File: src/sv/mcv_pkg.sv
// Package: shared types and constants of the multichannel valid-mode conv1d block.
package mcv_pkg;

  localparam int CNT_W   = 7;   // counts and indices up to 64
  localparam int SUM_W   = 40;
  localparam int POS_W   = 16;
  localparam int FILT_W  = 3;
  localparam int CHAN_W  = 2;
  localparam int TAP_W   = 3;
  localparam int REG_W   = 4;   // widest configuration register
  localparam int IDX_W   = 2;   // configuration register index

  localparam logic [IDX_W-1:0] REG_TAPS = 2'd0;
  localparam logic [IDX_W-1:0] REG_INS  = 2'd1;
  localparam logic [IDX_W-1:0] REG_OUTS = 2'd2;

  localparam logic FUNC_WEIGHT = 1'b0;
  localparam logic FUNC_SAMPLE = 1'b1;

  // controller to datapath
  typedef struct packed {
    logic             in_ready;
    logic             issue;     // one MAC read this cycle
    logic             first;     // first term of a sum
    logic             load_out;  // move accumulator to output register
    logic             last;
    logic [CNT_W-1:0] o;
    logic [CNT_W-1:0] k;
    logic [CNT_W-1:0] s;
  } cmd_t;

  // datapath to controller
  typedef struct packed {
    logic start;     // accepted sample completes a full window
    logic out_free;  // output register can take a sum
  } status_t;

endpackage

File: src/sv/mcv_ctrl.sv
// Controller: sequences the MAC loop per output channel and the result handoff.
module mcv_ctrl (
  input  logic                        clk,
  input  logic                        rst,
  input  logic [mcv_pkg::CNT_W-1:0]   taps,
  input  logic [mcv_pkg::CNT_W-1:0]   ins,
  input  logic [mcv_pkg::CNT_W-1:0]   outs,
  input  mcv_pkg::status_t            status,
  output mcv_pkg::cmd_t               cmd
);
  localparam logic [1:0] ST_IDLE  = 2'd0;
  localparam logic [1:0] ST_RUN   = 2'd1;
  localparam logic [1:0] ST_DRAIN = 2'd2;
  localparam logic [1:0] ST_EMIT  = 2'd3;

  logic [1:0]                state, state_next;
  logic [mcv_pkg::CNT_W-1:0] o, o_next, k, k_next, s, s_next;
  logic [1:0]                drain, drain_next;
  logic                      s_end, k_end;

  assign s_end = (s == taps - 1'b1);
  assign k_end = (k == ins - 1'b1);

  always_comb begin
    state_next = state;
    o_next = o;
    k_next = k;
    s_next = s;
    drain_next = drain;
    cmd = '0;
    cmd.o = o;
    cmd.k = k;
    cmd.s = s;
    cmd.first = (k == '0) && (s == '0);
    cmd.last = (o == outs - 1'b1);
    case (state)
      ST_IDLE: begin
        cmd.in_ready = 1'b1;
        o_next = '0;
        k_next = '0;
        s_next = '0;
        if (status.start) state_next = ST_RUN;
      end
      ST_RUN: begin
        cmd.issue = 1'b1;
        if (s_end) begin
          s_next = '0;
          if (k_end) begin
            k_next = '0;
            drain_next = '0;
            state_next = ST_DRAIN;
          end else begin
            k_next = k + 1'b1;
          end
        end else begin
          s_next = s + 1'b1;
        end
      end
      ST_DRAIN: begin
        drain_next = drain + 1'b1;
        if (drain == 2'd2) state_next = ST_EMIT;
      end
      ST_EMIT: begin
        if (status.out_free) begin
          cmd.load_out = 1'b1;
          o_next = o + 1'b1;
          state_next = cmd.last ? ST_IDLE : ST_RUN;
        end
      end
      default: state_next = ST_IDLE;
    endcase
  end

  always_ff @(posedge clk) begin
    if (rst) begin
      state <= ST_IDLE;
      o <= '0;
      k <= '0;
      s <= '0;
      drain <= '0;
    end else begin
      state <= state_next;
      o <= o_next;
      k <= k_next;
      s <= s_next;
      drain <= drain_next;
    end
  end

`ifndef SYNTHESIS
  a_busy_no_accept: assert property (@(posedge clk) disable iff (rst)
    state != ST_IDLE |-> !cmd.in_ready) else $error("input taken while busy");
  a_run_in_range: assert property (@(posedge clk) disable iff (rst)
    state == ST_RUN |-> (s < taps) && (k < ins) && (o < outs))
    else $error("MAC index out of range");
  a_emit_after_drain: assert property (@(posedge clk) disable iff (rst)
    state == ST_EMIT && $past(state) != ST_EMIT |-> $past(state) == ST_DRAIN)
    else $error("emit without drain");
`endif
endmodule

File: config.mk
export PLATFORM = sky130hd
export DESIGN_NAME = mcv_ctrl
export DESIGN_NICKNAME = d
export VERILOG_FILES = /design/src/sv/mcv_pkg.sv /design/src/sv/mcv_ctrl.sv
export SDC_FILE = /design/constraint.sdc
export NUM_CORES = 1
export LEC_CHECK = 0
export BUFFER_PORTS_ARGS = -buffer_cell sky130_fd_sc_hd__buf_2
export CAP_MARGIN = 20
export CORE_MARGIN = 5
export CORE_UTILIZATION = 35
export CTS_BUF_LIST = sky130_fd_sc_hd__clkbuf_8
export DETAILED_ROUTE_END_ITERATION = 7
export SLEW_MARGIN = 20
export SYNTH_ARGS = -nofsm -noshare
export SYNTH_HDL_FRONTEND = slang
export SYNTH_SLANG_ARGS = --single-unit
File: constraint.sdc
create_clock -name clk -period 4.15 [get_ports clk]
set_input_delay 0.415 -clock clk [delete_from_list [all_inputs] [get_ports clk]]
set_output_delay 0.415 -clock clk [all_outputs]
set_load 0.005 [all_outputs]
Yosys cells after proc, flatten, opt, wreduce, memory -nomap -nowiden
Index checks and enable logic that the tools add are counted.
{ "classes": {"add_sub_neg": 7, "multipliers": 0, "div": 0, "n_lt_le_gt_ge": 0, "eq_ne": 12, "shifts": 0, "muxes": 21, "bitwise": 0, "n_reduce_logical": 11} }
{ "ops": {"columns": ["op", "count"], "rows": [
  ["one-hot mux 7 bit (2 select lines)", 3],
  ["2-to-1 mux 7 bit", 4],
  ["adder 7 x 1 -> 7 bit, second input constant", 3],
  ["equality test 7 bit", 3],
  ["subtractor 7 x 1 -> 7 bit, second input constant", 3],
  ["zero test 7 bit", 2],
  ["2-to-1 mux 2 bit", 7],
  ["!= test 2 bit, second input constant", 5],
  ["one-hot mux 2 bit (4 select lines)", 1],
  ["equality test 2 bit, second input constant", 3],
  ["nonzero test 2 bit", 3],
  ["2-to-1 mux 1 bit", 5],
  ["AND reduction 5 bit", 1],
  ["one-hot mux 2 bit (2 select lines)", 1],
  ["AND reduction 2 bit", 2],
  ["AND reduction 3 bit", 1],
  ["adder 2 x 1 -> 2 bit, second input constant", 1],
  ["equality test 2 x 1 -> 1 bit, second input constant", 1],
  ["zero test 2 bit", 1],
  ["logical AND 1 bit", 1]
]} }
{ "totals": {"ff_bits": 25, "latchBits": 0, "ram_bits": 0, "romBits": 0, "in_bits": 25, "output_inout_bits": 26, "wordCells": 56, "n_memories": 0} }

Logic depth before layout (Yosys ltp)
Gate-level depths: netlist (run 1).
{ "logic_depth": {"ltp_word": 5, "depth_mapped": 11, "depth_no_buf": 9} }

Worst setup path before layout (run 1)
OpenSTA, ideal clock, no wires.
{ "synth_path": {"path_type": "input to register", "from": "input port taps[0] (netlist name)", "to": "register drain[0]", "setup_time_ps": 71, "arrival_ps": 2849, "required_time_ps": 4079, "slack_ps": 1230, "path_stages": 10, "path_buffers": 2, "path_cell_list": "inv_1 -> ha_1 -> clkbuf_1 -> or4b_1 -> a311o_1 -> a311o_1 -> and2_4 -> buf_6 -> or4_1 -> a21oi_1"} }
{ "synth_between": {"elab_chain_cells": 4} }
{ "synth_lines": {"columns": ["element", "line_no", "rtl"], "rows": [
  ["start: declaration", "mcv_ctrl.sv:5", "input logic [mcv_pkg::CNT_W-1:0] taps,"],
  ["subtractor 7 x 1 -> 7 bit", "mcv_ctrl.sv:21", "assign s_end = (s == taps - 1'b1);"],
  ["equality test 7 bit", "mcv_ctrl.sv:21", null],
  ["!= test 2 bit (no source line)", null, null],
  ["AND reduction 3 bit (no source line)", null, null],
  ["end signal: assignment", "mcv_ctrl.sv:86", "drain <= drain_next;"],
  ["end: declaration", "mcv_ctrl.sv:18", "logic [1:0] drain, drain_next;"]
]} }
Every way passes these cells.
A chain may end at the register's enable or synchronous reset.

Worst setup path after layout (run 1)
{ "layout_path": {"from": "register s[6] (netlist name)", "to": "register state[0]"} }
{ "layout_between": {"elab_chain_cells": 3} }
{ "layout_lines": {"columns": ["element", "line_no", "rtl"], "rows": [
  ["start: declaration", "mcv_ctrl.sv:17", "logic [mcv_pkg::CNT_W-1:0] o, o_next, k, k_next, s, s_next;"],
  ["start signal: assignment", "mcv_ctrl.sv:85", "s <= s_next;"],
  ["equality test 7 bit", "mcv_ctrl.sv:21", null],
  ["!= test 2 bit (no source line)", null, null],
  ["AND reduction 5 bit (no source line)", null, null],
  ["end signal: assignment", "mcv_ctrl.sv:82", "state <= state_next;"],
  ["end: declaration", "mcv_ctrl.sv:16", "logic [1:0] state, state_next;"]
]} }
Every way passes these cells.

==> out/results.ini, run 1 <==
[run_status]
status=finished clean

[setup_path]
path_buf_inv=0
startpoint=s[6]
critPathMaxFanout=12
cp.required_ps=4320
timing.rr.end=state[0]
cp_top_family=compound AO/OA/AOI/OAI gates
reg2regPathDepth=7
crit_chain=xnor2_1 -> or4b_1 -> a311o_1 -> a311o_1 -> and2_4 -> o41a_1 -> a311oi_1
r2r_start=s[6]
cp_data_arrival_time_ps=3040
critical_path.max_stage_delay_ps=480
cp-endpoint=state[0]
end_kind=flip-flop
cp_slowest_cell=dfxtp_1
cp_num_cells=7
r2r_slack_ps=1280
cpMostUsedCell=a311o_1
path_class=flip-flop to flip-flop
critPathLaunchType=flip-flop

[routing]
drt_first_iter_violations=110
vias_per_cell=5.284
route.detailed.drc=0
ant_nets=0
routed_wl_um=5066
via_count=2029
drtPass1Iterations=4
wl_per_cell_um=13.19

[pwr]
vdd_drop_max_v=0.0001906
p_per_area_mw_per_mm2=319.4
p_leak_nw=1.030

[clocking]
clkTransAtPathRegs_ps=80
cts_sinks=25
numCtsBuffers=3
insertion_delay_ps=270
ctsHoldBuffers=0
ctsRootBufferMaster=clkbuf_8
cts_resized=0
clockBufferDepth=2
cts_tree=done
cts_setup_buffers=0
cts_max_level=1

[logic_synthesis]
synth.distinct_cells=47
yosys-mux-area-fraction_pct=2.026
synthAdderAreaFrac_pct=7.980
synth_xor_area_share_pct=12.46
synth_compound_area_share_pct=17.31
synth-simple-area-share_pct=29.59
avgSynthCellArea_um2=7.662
synth_top_family_by_area=simple AND/OR/NAND/NOR gates
ys_ff_latch=25
syn_area_mm2=0.002038
syn-num-nets=304
ys_seq_area_share_pct=24.55
postSynthCellCount=266
ys_warn_count=0

[global_routing]
antenna_found_initial=0
grt_pass1_wl_um=8811
grt_overflow=0
grt_max_degree=31
grt_pass1_vias=1966
grtUsageTotal_pct=13.94

[sta]
fin_hold_ws_ps=488.8
rsz0062_at_grt=no
min_period_ps=2869
maxSlewViolCount=0
fin_skew_ps=8.895
tightestPinTransition_ps=664.5
worst_slack_ps=1281
finalHoldViolCount=0
maxSlewHeadroom_pct=55.36
setup_violations=0
fmax_ghz=0.3486
min_period_over_period_pct=69.13
finalSetupTns_ps=0

[worst_hold_path]
hold_path_class=flip-flop to flip-flop

[final_layout]
layout_commonest_cell=buf_2
finalNonFillerCells=384
layout-drive-gt1-share_pct=18.59
syn2layout_area_growth_pct=17.31
fin_nets=351
n_antenna_cell=0
utilization_pct=42.90
fillCellCount=601
mostFrequentLayoutCells=buf_2 (50), nor2_1 (27), dfxtp_1 (25)

[die]
io-pin-count=51
core_mm2=0.005574
die_x_um=86.31
start_util_pct=36.57
fp-row-count=27
dieArea_mm2=0.007449
die_h_um=86.31

[place]
pre_cts_ws_ps=1038
hpwl_um=3888
port-buffer-count=50
place_congestion=0.8225
dp.cells=380

[flow_run]
cap_violations=0

## power by group
group / internal (mW) / switching (mW)
sequential: 0.256 / 0.0172
clock: 0.0671 / 0.0777
combinational: 0.136 / 0.210
total: 0.459 / 0.305
## state kept, by name (all words and copies together), names as in the netlist
register / flops
k: 7
o: 7
s: 7
drain: 2
state: 2
## layout make-up
| class | instances | area [um^2] | share of cell area [%] |
|---|---|---|---|
| multi-input combinational | 210 | 1414 | 59.13 |
| sequential | 25 | 500.5 | 20.93 |
| timing repair buffer | 51 | 257.7 | 10.78 |
| tap | 72 | 90.09 | 3.768 |
| inverter | 22 | 82.58 | 3.454 |
| clock buffer | 3 | 41.29 | 1.727 |
| clock inverter | 1 | 5.005 | 0.2093 |
## how the worst min path moves through the flow
stage / start / to / slack [ps] / depth (start not counted)
detailed placement: drain[0] / drain[0] / 470 / 2
floorplan: drain[1] / drain[1] / 450 / 2
CTS: drain[0] / drain[0] / 490 / 2
global placement: drain[1] / drain[1] / 460 / 2
finish: drain[1] / drain[1] / 490 / 2
global route: drain[0] / drain[0] / 520 / 2
## routing by layer
metal	wire, um	GRT usage (%)	vias up	part of all wire [%]
met4	81	4.674	0	1.6
met1	2421	18.50	926	48
met5	0	0	-	0
met2	2305	23.48	49	45
li1	-	-	1048	-
met3	258	1.521	6	5.1
## synthesized netlist by cell type, drive strengths merged
cell type,count,area (um^2)
nor4bb,1,10.01
or3,1,6.260
and4,1,8.760
o41ai,2,17.52
or4,2,15.01
o31a,1,8.760
a311oi,2,17.52
clkbuf,6,22.52
o221ai,1,8.760
and2,2,15.02
dfxtp,25,500.5
mux2,1,11.26
xnor2,14,122.6
nor3b,5,37.54
and3,5,31.28
nor3,17,85.08
a31oi,5,31.28
o31ai,5,37.54
o21bai,1,7.510
nor4,3,18.77
o2111ai,1,8.760
a211oi,2,15.01
nand4b,1,8.760
nand4,3,18.77
o21ai,13,65.06
or4b,2,20.02
xor2,15,131.4
inv,22,82.58
nand3,10,50.05
a32oi,1,8.760
buf,3,18.77
nor4b,3,26.28
a311o,2,20.02
mux2i,3,30.03
nand2,11,41.29
o41a,1,11.26
nand3b,6,45.04
nor2,27,101.4
o211ai,2,15.01
ha,13,162.7
a22oi,2,15.01
a21oi,13,65.06
or2b,1,7.510
nand2b,9,56.30
## logic make-up after synthesis
group                    count (synthesis)
AO/OA/AOI/OAI                           54
AND/OR/NAND/NOR                        110
multiplexers                             4
flip-flops                              25
XOR/XNOR                                29
buffers and inverters                   31
adder cells (fa/ha/maj)                 13
## through the flow
stage                     total power [mW]  cell area (um^2)
after global routing                0.8305              2391
after CTS                           0.7728              2391
after global placement              0.6276              2345
final                               0.7638              2391
after floorplan                     0.5349              2038
after detailed placement            0.6261              2345
## worst min-delay path, stage by stage (launching register included)
cell and delay (ps):
dfxtp_1 320, o31ai_1 70, a21oi_1 60
No activity file was read; power rests on OpenSTA's default activity.
==> inputs of run 2 (changes only) <==
==> constraint.sdc (replaced) <==
create_clock -name clk -period 2.6 [get_ports clk]
set_input_delay 0.26 -clock clk [delete_from_list [all_inputs] [get_ports clk]]
set_output_delay 0.26 -clock clk [all_outputs]
set_load 0.005 [all_outputs]
==> out/results.ini, run 2 (synthesis gave the netlist of run 1 again) <==
[setup_path]
r2r_slack_ps=140  ; -1140 ps
cp.required_ps=2790  ; -1530 ps
cp_slowest_cell=or4b_1
path_buf_inv=0  ; unchanged
cp_data_arrival_time_ps=2640  ; -400 ps
end_kind=flip-flop
critPathLaunchType=flip-flop
path_class=flip-flop to flip-flop
critPathMaxFanout=7  ; -5
startpoint=s[6]
cp_num_cells=7  ; unchanged
crit_chain=xnor2_1 -> or4b_1 -> a311o_1 -> a311o_1 -> and2_4 -> o41a_1 -> a311oi_1
cp_top_family=compound AO/OA/AOI/OAI gates
cp-endpoint=state[0]
timing.rr.end=state[0]
r2r_start=s[6]
critical_path.max_stage_delay_ps=460  ; -20 ps
cpMostUsedCell=a311o_1
reg2regPathDepth=7  ; unchanged

[routing]
routed_wl_um=5201  ; +2.7%
route.detailed.drc=0  ; unchanged
drtPass1Iterations=4  ; unchanged
via_count=2075  ; +2.3%
wl_per_cell_um=13.10  ; -0.70%
vias_per_cell=5.227  ; -1.1%
ant_nets=0  ; unchanged
drt_first_iter_violations=116  ; +5.5%

[final_layout]
utilization_pct=44.89  ; +2.0 points
finalNonFillerCells=397  ; +3.4%
layout_commonest_cell=buf_2
mostFrequentLayoutCells=buf_2 (50), nor2_1 (27), dfxtp_1 (25)
fillCellCount=589  ; -2.0%
layout-drive-gt1-share_pct=22.15  ; +3.6 points
final_cell_area_mm2=0.002502  ; +4.7%
n_antenna_cell=0  ; unchanged
fin_nets=364  ; +3.7%
reg_top3=k: 7 flops, o: 7 flops, s: 7 flops
syn2layout_area_growth_pct=22.77

[sta]
fin_skew_ps=8.402  ; -0.4926 ps
fin_hold_ws_ps=439.7  ; -49.02 ps
maxSlewViolCount=0  ; unchanged
min_period_over_period_pct=94.46  ; +25 points
fmax_ghz=0.4072  ; +17%
rsz0062_at_grt=yes
maxSlewHeadroom_pct=63.71  ; +8.4 points
setup_violations=0  ; unchanged
finalHoldViolCount=0  ; unchanged
tightestPinTransition_ps=544.3  ; -120.2 ps
min_period_ps=2456  ; -412.7 ps

[pwr]
p_leak_nw=1.096  ; +6.4%
total_power_mw=1.266  ; +66%
p_per_area_mw_per_mm2=506.1  ; +58%
vdd_drop_max_v=0.0003537  ; +86%

[die]
die_h_um=86.31  ; unchanged
fp-row-count=27  ; unchanged
die_x_um=86.31  ; unchanged
core_mm2=0.005574  ; unchanged
io-pin-count=51  ; unchanged
dieArea_mm2=0.007449  ; unchanged
start_util_pct=36.57  ; unchanged

[place]
hpwl_um=4047  ; +4.1%
place_congestion=0.7869  ; -4.3%
dp.cells=393  ; +3.4%
place_area_mm2=0.002446  ; +4.3%
port-buffer-count=50  ; unchanged

[flow_run]
cap_violations=0  ; unchanged

[global_routing]
grt_max_degree=31  ; unchanged
grt_pass1_vias=2040  ; +3.8%
grt_pass1_wl_um=8721  ; -1.0%
grt_overflow=0  ; unchanged
antenna_found_initial=0  ; unchanged
grtUsageTotal_pct=13.99  ; +0.050 points

[clocking]
ctsRootBufferMaster=clkbuf_8
cts_setup_buffers=0  ; unchanged
insertion_delay_ps=280  ; about the same
clockBufferDepth=2  ; unchanged
clkTransAtPathRegs_ps=100  ; +20 ps
cts_tree=done
cts_max_level=1  ; unchanged
cts_sinks=25  ; unchanged
numCtsBuffers=3  ; unchanged

[run_status]
status=finished clean

[worst_hold_path]
hold_path_class=primary input to flip-flop

[run 2: cell types whose count changed in the layout (fill, tap and decap cells not counted)]
cell	before	now
o21ai_0	13	12
buf_4	1	14
clkinvlp_4	0	1
or4b_4	0	1
xor2_1	15	14
xor2_2	0	1
o21ai_1	0	1
clkinv_2	1	0
or4b_2	1	0
[run 2: worst register-to-register path, cell delays in order (launching register included)]
cell      delay [ps]
dfxtp_1          330
xnor2_1          140
or4b_1           460
a311o_1          280
a311o_1          340
and2_4           190
o41a_1           410
a311oi_1         230
[run 2: cell type report]
class / instances / area (um^2) / share of cell area (%)
Sequential cell: 25 / 500.5 / 20.00
Timing Repair Buffer: 64 / 355.3 / 14.20
Clock inverter: 1 / 7.507 / 0.3000
Tap cell: 72 / 90.09 / 3.600
Multi-Input combinational cell: 210 / 1425 / 56.95
Clock buffer: 3 / 41.29 / 1.650
Inverter: 22 / 82.58 / 3.300
[run 2: worst min path at each step]
stage | start | endpoint | slack (ps) | cells after the start
3_3_place_gp | drain[1] | drain[1] | 460 | 2
5_1_grt | rst | o[0] | 470 | 2
6_report | rst | s[0] | 440 | 2
3_5_place_dp | drain[1] | drain[1] | 470 | 2
4_1_cts | rst | o[4] | 440 | 2
2_1_floorplan | drain[1] | drain[1] | 450 | 2
[run 2: power by group]
| part | switching (mW) | internal, mW |
|---|---|---|
| sequential | 0.0268 | 0.408 |
| clock | 0.140 | 0.109 |
| combinational | 0.346 | 0.236 |
[run 2: per-layer routing]
metal	vias up	GRT usage [%]	wire length (um)
li1	1071	-	-
met2	55	23.90	2428
met3	8	2.471	285
met1	941	17.52	2392
met5	-	0	0
met4	0	5.241	94
[run 2: repair_timing]
item,in CTS,in global routing
setup endpoints to repair,0,2
resized for setup,0,2
hold buffers,0,0
[run 2: per-stage QoR]
| step | worst slack (ps) | setup TNS, ps |
|---|---|---|
| after floorplan | 56.16 | 0 |
| after global placement | 20.08 | 0 |
| after detailed placement | -20.84 | -20.84 |
| after CTS | 125.8 | 0 |
| after global routing | -1.238 | -1.238 |
| final | 144.1 | 0 |
==> inputs of run 3 (changes only) <==
--- a/config.mk
+++ b/config.mk
@@ -5,12 +5,14 @@
 export SDC_FILE = /design/constraint.sdc
 export NUM_CORES = 1
 export LEC_CHECK = 0
+export ABC_AREA = 1
 export BUFFER_PORTS_ARGS = -buffer_cell sky130_fd_sc_hd__buf_2
 export CAP_MARGIN = 20
 export CORE_MARGIN = 5
 export CORE_UTILIZATION = 35
 export CTS_BUF_LIST = sky130_fd_sc_hd__clkbuf_8
 export DETAILED_ROUTE_END_ITERATION = 7
+export MAX_ROUTING_LAYER = met4
 export SLEW_MARGIN = 20
 export SYNTH_ARGS = -nofsm -noshare
 export SYNTH_HDL_FRONTEND = slang
==> out/results.ini, run 3 <==
[run_status]
status=finished clean

[global_routing]
grt_pass1_vias=2128  ; +4.3%
antenna_found_initial=0  ; unchanged
grt_pass1_wl_um=9087  ; +4.2%
use_met1_pct=17.66  ; +0.14 points
grtUsageTotal_pct=14.33  ; +0.34 points
grt_max_degree=14  ; -55%
grt_overflow=0  ; unchanged
grtUsageMet3_pct=2.949  ; +0.48 points
grt-busiest-layer=met2
groute.layer.met2.usage_pct=24.65  ; +0.75 points

[setup_path]
cp_data_arrival_time_ps=2270  ; -370 ps
cpMostUsedCell=inv_1
reg2regPathDepth=7  ; unchanged
cp_slowest_cell=nor2_1
path_buf_inv=2  ; +2
crit_chain=inv_1 -> ha_1 -> nor2_1 -> inv_1 -> nand2_4 -> nand2_1 -> nor3_1
timing.rr.end=s[2]
path_class=flip-flop to flip-flop
critPathMaxFanout=9  ; +2
end_kind=flip-flop
critPathLaunchType=flip-flop
r2r_slack_ps=530  ; +390 ps
r2r_start=state[1]
cp_top_family=simple AND/OR/NAND/NOR gates
critical_path.max_stage_delay_ps=430  ; -30 ps
cp.required_ps=2800  ; about the same

[final_layout]
finalNonFillerCells=481  ; +21%
layout-drive-gt1-share_pct=17.08  ; -5.1 points
seqCellArea_um2=500.5  ; unchanged
multi_input_area_mm2=0.001469  ; +3.1%
reg_top3=k: 7 flops, o: 7 flops, s: 7 flops
fillCellCount=684  ; +16%
fin_nets=443  ; +22%
syn2layout_area_growth_pct=16.42
n_antenna_cell=0  ; unchanged
mostFrequentLayoutCells=nand2_1 (95), inv_1 (54), nor2_1 (52)
layout_commonest_cell=nand2_1

[logic_synthesis]
synth-edff-count=0  ; unchanged
postSynthCellCount=355  ; +33%
synth_area_leaders=dfxtp_1 (23%), nand2_1 (16%), inv_1 (9.0%)
syn-num-nets=393  ; +29%
synth_top_family_by_area=simple AND/OR/NAND/NOR gates
avgSynthCellArea_um2=6.203  ; -19%
synthAdderAreaFrac_pct=7.386  ; -0.59 points
async_flop_share_pct=0  ; unchanged
synth_xor_area_share_pct=7.955  ; -4.5 points
synth.distinct_cells=30  ; -36%
ys.flop_type=dfxtp_1
synth_common_cells=nand2_1 (95), inv_1 (53), nor2_1 (52)
synth_top_cell_by_area=dfxtp_1
ys_ff_latch=25  ; unchanged
yosysMostFrequentCell=nand2_1
synth_compound_area_share_pct=6.591  ; -11 points
syn_area_mm2=0.002202  ; +8.0%
synth-simple-area-share_pct=44.77  ; +15 points
ys_seq_area_share_pct=22.73  ; -1.8 points
synth_top_cell_area_share_pct=22.73  ; -1.8 points
ys_warn_count=0  ; unchanged
yosys-mux-area-fraction_pct=0  ; -2.0 points

[sta]
finalSetupTns_ps=0  ; unchanged
min_period_over_period_pct=79.53  ; -15 points
setup_violations=0  ; unchanged
fin_skew_ps=3.547  ; -4.855 ps
fmax_ghz=0.4836  ; +19%
maxSlewViolCount=0  ; unchanged
maxSlewHeadroom_pct=63.59  ; -0.12 points
finalHoldViolCount=0  ; unchanged
rsz0062_at_grt=no
tightestPinTransition_ps=546.1  ; +1.817 ps
min_period_ps=2068  ; -388.3 ps

[place]
port-buffer-count=50  ; unchanged
place_congestion=0.8887  ; +13%
dp.cells=477  ; +21%
hpwl_um=4338  ; +7.2%

[clocking]
clockBufferDepth=2  ; unchanged
insertion_delay_ps=270  ; about the same
ctsHoldBuffers=0  ; unchanged
clkTransAtPathRegs_ps=90  ; about the same
numCtsBuffers=3  ; unchanged
cts_tree=done
cts_setup_buffers=0  ; unchanged
cts_sinks=25  ; unchanged
ctsRootBufferMaster=clkbuf_8
cts_resized=0  ; unchanged
cts_max_level=1  ; unchanged

[flow_run]
cap_violations=0  ; unchanged

[die]
dieArea_mm2=0.007978  ; +7.1%
die_h_um=89.32  ; +3.5%
io-pin-count=51  ; unchanged
die_x_um=89.32  ; +3.5%
start_util_pct=35.28  ; -1.3 points
fp-row-count=29  ; +7.4%
core_mm2=0.006241  ; +12%

[routing]
drt_first_iter_violations=120  ; +3.4%
routed_wl_um=5247  ; +0.88%
vias_per_cell=4.751  ; -9.1%
ant_nets=0  ; unchanged
drtPass1Iterations=4  ; unchanged
route.detailed.drc=0  ; unchanged
via_count=2285  ; +10%
wl_per_cell_um=10.91  ; -17%

[worst_hold_path]
hold_path_class=primary input to flip-flop
hold_path_end=o[1]
worstHoldStart=rst
hold_depth=2  ; unchanged

[pwr]
p_per_area_mw_per_mm2=615.6  ; +22%
p_leak_nw=1.313  ; +20%
vdd_drop_max_v=0.0003959  ; +12%

run 3: worst max path at each step:
stage              from   end  slack [ps]  depth (start not counted)
2_1_floorplan  state[1]  s[2]        1000                          8
6_report       state[1]  s[2]         530                          7
5_1_grt        state[1]  s[2]         390                          7
3_5_place_dp   state[1]  s[2]         540                          7
4_1_cts        state[1]  s[2]         520                          7
3_3_place_gp   state[1]  s[2]         520                          7
run 3: worst reg2reg max path: cells and delay by family, from the launching register on:
family                     cells  cell delay (ps)
buffers and inverters          2              350
and+or+nand+nor                4              890
DFF                            1              380
adders and majority gates      1              380
run 3: kinds of logic (layout without fill, tap and decap cells):
kind of cell | count (synthesis) | after routing
AND/OR/NAND/NOR | 213 | 213
buffers and inverters | 59 | 108
adder cells (fa/ha/maj) | 13 | 13
AO/OA/AOI/OAI | 25 | 25
XOR/XNOR | 20 | 20
flip-flops | 25 | 25
run 3: metal layers:
metal / routed length [um] / vias up / part of all wire (%)
met4: 19 / 0 / 0.36
met5: 0 / - / 0
met2: 2476 / 58 / 47
met1: 2439 / 1011 / 46
met3: 312 / 4 / 5.9
li1: - / 1212 / -
run 3: final cells by class:
class	instances	area share, %
multi-input cells	271	57.30
flip-flops and latches	25	19.52
repair buffers	50	9.761
inverters	54	7.906
well taps	77	3.758
clock buffers	3	1.611
clock inverters	1	0.1464
run 3: metrics by stage:
stage	hold WS [ps]	cell area (um^2)	util, %	power (mW)	setup slack (ps)
2_1_floorplan	492.5	2202	-	1.144	999.6
3_3_place_gp	503.9	2519	40.36	1.353	519.6
3_5_place_dp	511.2	2519	40.36	1.360	542.3
4_1_cts	252.7	2564	41.08	1.601	519.6
5_1_grt	258.3	2564	41.08	1.741	386.0
6_report	257.7	2564	41.08	1.578	532.3
run 3: power breakdown:
part	total [mW]	internal (mW)	switching, mW	leakage (nW)
logic	0.869	0.301	0.568	1.08
clock network	0.236	0.106	0.130	0.0269
registers	0.474	0.427	0.0466	0.202
total	1.58	0.834	0.744	1.31
